`src/sv/pfs_pkg.sv`:
```
// Package for the pixel fade scaler: widths, format and register codes,
// and the per-channel scaling function. No dependencies.
`timescale 1ns / 1ps

package pfs_pkg;

	localparam int PIX_W      = 32;
	localparam int FMT_W      = 3;
	localparam int RATE_W     = 7;
	localparam int CFG_IDX_W  = 2;
	localparam int CFG_DATA_W = 7;
	localparam int CHAN_W     = 8;

	// floor(x / 100) == (x * 5243) >> 19 for every x below 25600
	localparam int SCALE_W     = 20;
	localparam int RECIP_SHIFT = 19;
	localparam int PROD_W      = 28;

	localparam logic [SCALE_W-1:0] FADE_RECIP = 20'd5243;
	localparam logic [RATE_W-1:0]  RATE_FULL  = 7'd100;

	// pixel layouts
	localparam logic [FMT_W-1:0] PF_RGB565 = 3'd0;
	localparam logic [FMT_W-1:0] PF_RGB555 = 3'd1;
	localparam logic [FMT_W-1:0] PF_RGB888 = 3'd2;
	localparam logic [FMT_W-1:0] PF_BGR888 = 3'd3;

	// configuration register indexes
	localparam logic [CFG_IDX_W-1:0] REG_PIXEL_FORMAT = 2'd0;
	localparam logic [CFG_IDX_W-1:0] REG_FADE_RATE    = 2'd1;

	// scaled = floor(c * rate / 100), with k = rate * FADE_RECIP
	function automatic logic [CHAN_W-1:0] scale_chan(
		input logic [CHAN_W-1:0]  c,
		input logic [SCALE_W-1:0] k
	);
		logic [PROD_W-1:0] prod;
		prod = PROD_W'(c) * PROD_W'(k);
		return prod[RECIP_SHIFT +: CHAN_W];
	endfunction

endpackage

```
`src/sv/pixel_fade_scaler.sv`:
```
// Pixel fade scaler top level: input register, channel scaling, output register.
// Depends on pfs_pkg.
`timescale 1ns / 1ps

// Scales each color channel of a pixel word by a fade percentage,
// result = floor(channel * rate / 100), alpha byte kept in 32-bit layouts.
// Channels:
//   s_axis_*  one pixel per beat in, m_axis_* one faded pixel per beat out.
//   cfg_*     register writes: index 0 pixel_format, index 1 fade_rate.
//             Always ready; write only while no pixel is in flight.
// Path: input register, channel scaling, then the output register driving m_axis.
// Throughput: one pixel per cycle while m_axis_tready is high; the single scaling
// stage sits between the input register and the output register.
// Stall: when m_axis_tready is low the output beat holds; an empty input register
// still takes one more beat, then s_axis_tready drops until the output moves.
// Reset: both pipeline stages empty, pixel_format RGB565, fade_rate 100.
// Rates above 100 act as 100; formats 4 to 7 pass the pixel unchanged.
module pixel_fade_scaler (
	input  logic                            clk,
	input  logic                            arst_n,
	input  logic                            s_axis_tvalid,
	output logic                            s_axis_tready,
	input  logic [pfs_pkg::PIX_W-1:0]       s_axis_tdata,  // [31:0] pixel_in
	output logic                            m_axis_tvalid,
	input  logic                            m_axis_tready,
	output logic [pfs_pkg::PIX_W-1:0]       m_axis_tdata,  // [31:0] pixel_out
	input  logic                            cfg_valid,
	output logic                            cfg_ready,
	input  logic [pfs_pkg::CFG_IDX_W-1:0]   cfg_index,
	input  logic [pfs_pkg::CFG_DATA_W-1:0]  cfg_data
);

	logic [pfs_pkg::FMT_W-1:0]   pixel_format_q;
	logic [pfs_pkg::SCALE_W-1:0] scale_q;
	logic [pfs_pkg::RATE_W-1:0]  rate_eff;
	logic [pfs_pkg::SCALE_W-1:0] scale_next;

	logic                        vld_s1;
	logic [pfs_pkg::PIX_W-1:0]   pixel_s1;
	logic                        vld_s2;
	logic [pfs_pkg::PIX_W-1:0]   pixel_s2;

	logic                        adv_s1;
	logic                        take_in;
	logic [pfs_pkg::CHAN_W-1:0]  ch_r, ch_g, ch_b;
	logic [pfs_pkg::CHAN_W-1:0]  sc_r, sc_g, sc_b;
	logic [pfs_pkg::PIX_W-1:0]   faded;

	assign cfg_ready = 1'b1;

	// clamp and precompute the reciprocal-scaled rate at write time
	assign rate_eff   = (cfg_data > pfs_pkg::RATE_FULL) ? pfs_pkg::RATE_FULL : cfg_data;
	assign scale_next = pfs_pkg::SCALE_W'(rate_eff) * pfs_pkg::FADE_RECIP;

	always_ff @(posedge clk or negedge arst_n) begin
		if (!arst_n) begin
			pixel_format_q <= pfs_pkg::PF_RGB565;
			scale_q        <= pfs_pkg::SCALE_W'(pfs_pkg::RATE_FULL) * pfs_pkg::FADE_RECIP;
		end else if (cfg_valid && cfg_ready) begin
			case (cfg_index)
				pfs_pkg::REG_PIXEL_FORMAT: begin
					pixel_format_q <= cfg_data[pfs_pkg::FMT_W-1:0];
				end
				pfs_pkg::REG_FADE_RATE: begin
					scale_q <= scale_next;
				end
				default: begin
				end
			endcase
		end
	end

	// stage 1 moves on when the output register is empty or being drained
	assign adv_s1        = !vld_s2 || m_axis_tready;
	assign s_axis_tready = !vld_s1 || adv_s1;
	assign take_in       = s_axis_tvalid && s_axis_tready;

	always_ff @(posedge clk or negedge arst_n) begin
		if (!arst_n) begin
			vld_s1 <= 1'b0;
			vld_s2 <= 1'b0;
		end else begin
			if (s_axis_tready) begin
				vld_s1 <= s_axis_tvalid;
			end
			if (adv_s1) begin
				vld_s2 <= vld_s1;
			end
		end
	end

	always_ff @(posedge clk) begin
		if (take_in) begin
			pixel_s1 <= s_axis_tdata;
		end
		if (adv_s1 && vld_s1) begin
			pixel_s2 <= faded;
		end
	end

	// pick channels by layout, scale once, repack
	always_comb begin
		case (pixel_format_q)
			pfs_pkg::PF_RGB565: begin
				ch_r = pfs_pkg::CHAN_W'(pixel_s1[15:11]);
				ch_g = pfs_pkg::CHAN_W'(pixel_s1[10:5]);
				ch_b = pfs_pkg::CHAN_W'(pixel_s1[4:0]);
			end
			pfs_pkg::PF_RGB555: begin
				ch_r = pfs_pkg::CHAN_W'(pixel_s1[14:10]);
				ch_g = pfs_pkg::CHAN_W'(pixel_s1[9:5]);
				ch_b = pfs_pkg::CHAN_W'(pixel_s1[4:0]);
			end
			default: begin
				ch_r = pixel_s1[23:16];
				ch_g = pixel_s1[15:8];
				ch_b = pixel_s1[7:0];
			end
		endcase
	end

	assign sc_r = pfs_pkg::scale_chan(ch_r, scale_q);
	assign sc_g = pfs_pkg::scale_chan(ch_g, scale_q);
	assign sc_b = pfs_pkg::scale_chan(ch_b, scale_q);

	always_comb begin
		case (pixel_format_q)
			pfs_pkg::PF_RGB565: begin
				faded = {16'h0000, sc_r[4:0], sc_g[5:0], sc_b[4:0]};
			end
			pfs_pkg::PF_RGB555: begin
				faded = {16'h0000, 1'b0, sc_r[4:0], sc_g[4:0], sc_b[4:0]};
			end
			pfs_pkg::PF_RGB888, pfs_pkg::PF_BGR888: begin
				// alpha byte kept as is
				faded = {pixel_s1[31:24], sc_r, sc_g, sc_b};
			end
			default: begin
				faded = pixel_s1;
			end
		endcase
	end

	assign m_axis_tvalid = vld_s2;
	assign m_axis_tdata  = pixel_s2;

endmodule

```
`config.mk`:
```
export PLATFORM = sky130hd
export DESIGN_NAME = pixel_fade_scaler
export DESIGN_NICKNAME = d
export VERILOG_FILES = /design/src/sv/pfs_pkg.sv /design/src/sv/pixel_fade_scaler.sv
export SDC_FILE = /design/constraint.sdc
export NUM_CORES = 1
export LEC_CHECK = 0
export BUFFER_PORTS_ARGS = -buffer_cell sky130_fd_sc_hd__buf_4
export CORE_MARGIN = 2
export CORE_UTILIZATION = 45
export CTS_BUF_LIST = sky130_fd_sc_hd__clkbuf_4 sky130_fd_sc_hd__clkbuf_8
export CTS_CLUSTER_SIZE = 20
export DETAILED_ROUTE_END_ITERATION = 12
export GPL_TIMING_DRIVEN = 1
export PLACE_DENSITY_LB_ADDON = 0.08
export SYNTH_ARGS = -nofsm -noshare
export SYNTH_HDL_FRONTEND = slang
export SYNTH_SLANG_ARGS = --single-unit
```
`constraint.sdc`:
```
create_clock -name clk -period 6.4 [get_ports clk]
set_input_delay 0.32 -clock clk [delete_from_list [all_inputs] [get_ports clk]]
set_output_delay 0.32 -clock clk [all_outputs]
set_load 0.05 [all_outputs]
```
Word level (Yosys, flattened, before mapping). Cells that the tools add are included.

Equal/unequal tests: 4. Bitwise logic cells: 0. $mul: 4. Add/sub/neg operators: 0. Divide/modulo/power cells: 0. Shift operators: 0. Order comparisons: 1. Muxes and demuxes: 5. Reductions and logical operators: 12.

Operators with widths (count): 32-bit one-hot mux with 3 select lines (1); 8-bit by 20-bit multiplier with 27-bit output (3); 8-bit one-hot mux with 2 select lines (2); 7-bit by 13-bit multiplier with 20-bit output (second input constant) (1); 8-bit 2-to-1 mux (1); 7-bit greater-than comparator (second input constant) (1); 7-bit 2-to-1 mux (1); 3-bit by 2-bit == test with 1-bit output (second input constant) (2); 2-bit AND reduction (2); 2-bit OR reduction (2); 3-bit by 1-bit == test with 1-bit output (second input constant) (1); 3-bit logical NOT (1); 2-bit by 1-bit == test with 1-bit output (second input constant) (1); 1-bit logical AND (2); 1-bit logical NOT (2); 2-bit logical NOT (1); 1-bit logical OR (2).

Latch bits: 0. Output and inout bits: 35. ROM bits: 0. Bits in writable memories: 0. Flip-flop bits (word level): 89. Memories: 0. Bits of input ports: 46.

Longest topological paths before layout.
Depth after elaboration: 5. Mapped depth: 25. Gate-level depth less buffers: 23.

Worst setup path before layout. OpenSTA, ideal clock, no wires.

Path kind: reg-to-reg. Start point: register pixel_format_q[1] (netlist bit). End point: register pixel_s2, in the netlist m_axis_tdata[22], data pin. Slack: 0.560 ns. Setup time: 0.265 ns. Buffers on the path: 2. Arrival: 5.575 ns. Clock period less this slack: 5.840 ns. Cell stages (with the launch flop): 23. Data required time: 6.135 ns. Cell sequence: dfrtp_1 -> nor2_4 -> clkbuf_1 -> nor2_1 -> a21oi_1 -> clkbuf_1 -> and2_1 -> fa_1 -> fa_1 -> fa_1 -> inv_1 -> fa_1 -> inv_1 -> ha_1 -> a2111oi_0 -> o21a_1 -> o2111ai_1 -> a31oi_4 -> nor3_2 -> or3_1 -> a31oi_1 -> xor2_1 -> o31ai_1.

Cells in the longest elaborated chain, start to end: 4. Elaborated cells between the ends (all ways): 8. Those cells by class: 1 x mul; 3 x eq/ne; 2 x mux; 2 x reduce/logical.

Ends and longest elaborated chain: start: declaration (line pixel_fade_scaler.sv:33) `logic [pfs_pkg::FMT_W-1:0] pixel_format_q;`; start signal: assignment (line pixel_fade_scaler.sv:57) `pixel_format_q <= pfs_pkg::PF_RGB565;`; start signal: assignment (line pixel_fade_scaler.sv:62) `pixel_format_q <= cfg_data[pfs_pkg::FMT_W-1:0];`; 3-bit by 1-bit == test with 1-bit output / 3-bit logical NOT (equally long branches) (line pixel_fade_scaler.sv:103, pixel_fade_scaler.sv:127); 8-bit one-hot mux with 2 select lines (line pixel_fade_scaler.sv:103) `case (pixel_format_q)`; 8-bit by 20-bit multiplier with 27-bit output (line pfs_pkg.sv:38) `prod = PROD_W'(c) * PROD_W'(k);`; 32-bit one-hot mux with 3 select lines * (line pixel_fade_scaler.sv:127) `case (pixel_format_q)`; named net faded (one bit) (line pixel_fade_scaler.sv:47) `logic [pfs_pkg::PIX_W-1:0] faded;`; end signal: assignment (line pixel_fade_scaler.sv:97) `pixel_s2 <= faded;`; end: declaration (line pixel_fade_scaler.sv:41) `logic [pfs_pkg::PIX_W-1:0] pixel_s2;`.

The timed path passes the listed nets; every way through them passes the cells marked *. A chain may end at the register's enable or synchronous reset.

Final worst setup path.
Start point: register pixel_format_q[1] (netlist bit). End point: register pixel_s2, in the netlist m_axis_tdata[15], data pin.

Same word-level chain as after synthesis.

==> summary.txt <==
Timing
  • Final hold viol count: 0
  • Worst slew pin tran: 1.03 ns
  • Skew final: 0.0341 ns
  • Worst Setup Slack, final: 0.310 ns
  • Period utilization: 0.952
  • Max-slew headroom: 0.311
  • FMAX: 0.164 GHz
  • Max-slew violation count: 0
  • Total negative slack: 0 ns
  • Tmin final: 6.09 ns
  • # setup viols final: 0

Worst setup path
  • CP Capture Point: m_axis_tdata[15]
  • Worst Setup End Kind: flip-flop
  • Worst path cell trace: buf_4 > inv_1 > nand2_2 > o21ai_1 > buf_6 > and2_1 > fa_1 > fa_1 > fa_1 > inv_1 > fa_1 > inv_1 > ha_1 > a2111oi_2 > o21ai_0 > o221ai_2 > nand4_1 > buf_4 > a41oi_4 > o21ai_2 > a21oi_1 > xnor2_1 > a222oi_1
  • Worst-path fanout max: 20
  • Slowest CP cell: fa_1
  • CP peak stage delay: 0.56 ns
  • WP data required: 6.64 ns
  • Reg2Reg Setup Slack: 0.31 ns
  • Critical Path AT: 6.33 ns
  • CP Launch Point: pixel_format_q[1]
  • Most frequent CP cell: fa_1
  • Worst setup SP type: flip-flop
  • Worst R2R Path Depth: 23
  • WS Path Type: flip-flop to flip-flop
  • RR Startpoint: pixel_format_q[1]
  • R2R Path End: m_axis_tdata[15]

Logic synthesis
  • Seq/Total Area, Yosys: 0.136
  • Post-synthesis register bit count: 89
  • Yosys warns: 0
  • Syn nets: 2,541
  • Avg Inst Size Synth: 9.47 um^2
  • Synth async-reset ratio: 0.281
  • Distinct cell type count after synthesis: 72
  • Top FF cell, synth: edfxtp_1
  • Post-synth EDFFs: 64
  • Post-synthesis cell count: 1,978
  • Mapped Area: 18,700 um^2

CTS
  • Clock root buffer master: clkbuf_8
  • CTS Buf Count: 9
  • Worst-Skew Late Latency: 0.45 ns
  • Sinks on Clock Net: 89
  • # H-tree levels: 3
  • CTS tree: built
  • Worst-case clock buffer depth: 2
  • Reg clk slew, reported paths: 0.10 ns

Layout
  • Non-filler cells, final: 2,568
  • Post-layout util: 0.502
  • Area added between synthesis and finish: 9.61%
  • Commonest non-fill, non-tap cells in the layout: 381 x inv_1, 335 x fa_1, 182 x ha_1
  • Layout cells sized above 1: 0.0904
  • Most common cell after layout, fill and taps aside: inv_1
  • Antenna diodes: 0
  • Fin nets: 2,594

Drt
  • Initial DRC Count: 734
  • Mean number of vias per cell: 5.25
  • Via count: 13,500
  • # DRC: 0
  • Routed Antenna Nets: 0
  • Post-DR wirelength/cell: 18.5 um
  • Final wirelength: 47.5 mm
  • First-pass DRT Iterations: 5

Run
  • # Max-Cap Violations: 0

Placed design
  • PortBufs: 79
  • Pre-CTS setup slack: 0.191 ns
  • Detail Placement HPWL: 36.5 mm
  • Gpl congestion: 0.835
  • Dpl cells: 2,531

Worst hold path
  • Hold Crit Class: input pin to flip-flop
  • Hold-critical path depth: 1

Outcome
  • Status: completed

Global routing
  • First-pass GRT wire length: 78.7 mm
  • GRT overflow: 0
  • Vias in the first global route: 14,800
  • Initial antenna violation count: 0
  • GRT Util Overall: 0.231
  • Largest net degree at the start of global routing: 102

Die
  • Ports: 81
  • Total die area: 43,300 um^2
  • Initial Util: 0.458
  • Num rows: 74
  • Die X: 208 um
  • Die H: 208 um
  • Core Area: 40,900 um^2
## worst max-delay path, delay by kind of cell, from the launching register on
family | cells | cell delay (ns)
buffers and inverters | 6 | 0.82
AO/OA/AOI/OAI | 8 | 1.74
adder cells (fa/ha/maj) | 5 | 2.26
flip-flops | 1 | 0.46
XOR/XNOR | 1 | 0.09
AND/OR/NAND/NOR | 3 | 0.51
## state kept, by name, summed over array words and instances (netlist names)
name	cells
m_axis_tvalid	1
scale_q	20
m_axis_tdata	32
pixel_s1	32
pixel_format_q	3
vld_s1	1
## metal layers
layer / routed length, um / share of wire / vias up / track usage
met1: 22600 / 0.48 / 6919 / 0.327
met4: 756 / 0.016 / 0 / 0.0562
met3: 2100 / 0.044 / 34 / 0.0374
met5: 0 / 0 / - / 0
met2: 22000 / 0.46 / 266 / 0.371
li1: - / - / 6258 / -
## metrics by stage
stage          hold slack (ns)  instance area, um^2
2_1_floorplan           0.0244                18700
3_3_place_gp             0.249                20100
3_5_place_dp             0.254                20100
4_1_cts               0.000129                20400
5_1_grt                 0.0168                20500
6_report                0.0573                20500
## how the worst min path moves through the flow
stage / start / to
2_1_floorplan: arst_n / m_axis_tvalid
3_3_place_gp: arst_n / scale_q[18]
3_5_place_dp: arst_n / scale_q[18]
4_1_cts: s_axis_tdata[12] / pixel_s1[12]
5_1_grt: s_axis_tdata[12] / pixel_s1[12]
6_report: s_axis_tdata[9] / pixel_s1[9]
## final cells by class
type / count / area [um^2]
Multi-Input combinational cell: 1400 / 14400
Fill cell: 3872 / 20400
Clock buffer: 9 / 124
Sequential cell: 89 / 2550
Inverter: 382 / 1430
Tap cell: 532 / 666
Timing Repair Buffer: 149 / 1280
Clock inverter: 7 / 106
## logic make-up (layout without fill, tap and decap cells)
logic type / after synthesis / after routing / synth area share
other: 1 / 1 / 0.000200
buffers and inverters: 490 / 547 / 0.0987
AND/OR/NAND/NOR: 653 / 654 / 0.192
multiplexers: 20 / 20 / 0.0115
AO/OA/AOI/OAI: 164 / 164 / 0.0605
flip-flops: 89 / 89 / 0.136
XOR/XNOR: 44 / 44 / 0.0214
adder cells (fa/ha/maj): 517 / 517 / 0.480
## timing repair
| item | CTS | global route |
|---|---|---|
| setup buffers | 0 | 6 |
| endpoints found under the setup margin | 0 | 10 |
| hold endpoints to repair | 34 | 0 |
| resized for setup | 0 | 7 |
| hold buffers | 13 | 0 |
## Yosys cell counts (all sizes together) (5+ instances only)
| master | instances | share of area |
|---|---|---|
| inv | 381 | 0.076 |
| fa | 335 | 0.36 |
| ha | 182 | 0.12 |
| nand2 | 163 | 0.033 |
| and2 | 140 | 0.047 |
| nor2b | 131 | 0.044 |
| and3 | 104 | 0.035 |
| clkbuf | 102 | 0.020 |
| edfxtp | 64 | 0.10 |
| o21ai | 43 | 0.012 |
| a21oi | 41 | 0.011 |
| nor2 | 33 | 0.0070 |
| xnor2 | 26 | 0.013 |
| dfrtp | 22 | 0.029 |
| nand2b | 20 | 0.0067 |
| nand3 | 18 | 0.0048 |
| xor2 | 18 | 0.0088 |
| mux2i | 14 | 0.0075 |
| nor3 | 14 | 0.0040 |
| a21o | 12 | 0.0048 |
| o21a | 9 | 0.0036 |
| o21bai | 7 | 0.0030 |
| o31ai | 7 | 0.0035 |
| or3 | 7 | 0.0023 |
| buf | 6 | 0.0017 |
| mux2 | 6 | 0.0040 |
| a31oi | 5 | 0.0025 |
| o22ai | 5 | 0.0017 |
| or4 | 5 | 0.0020 |
Power is left out: the tool's default activity adds up to more than one toggle a clock period on the data nets, which glitch-free logic cannot reach.
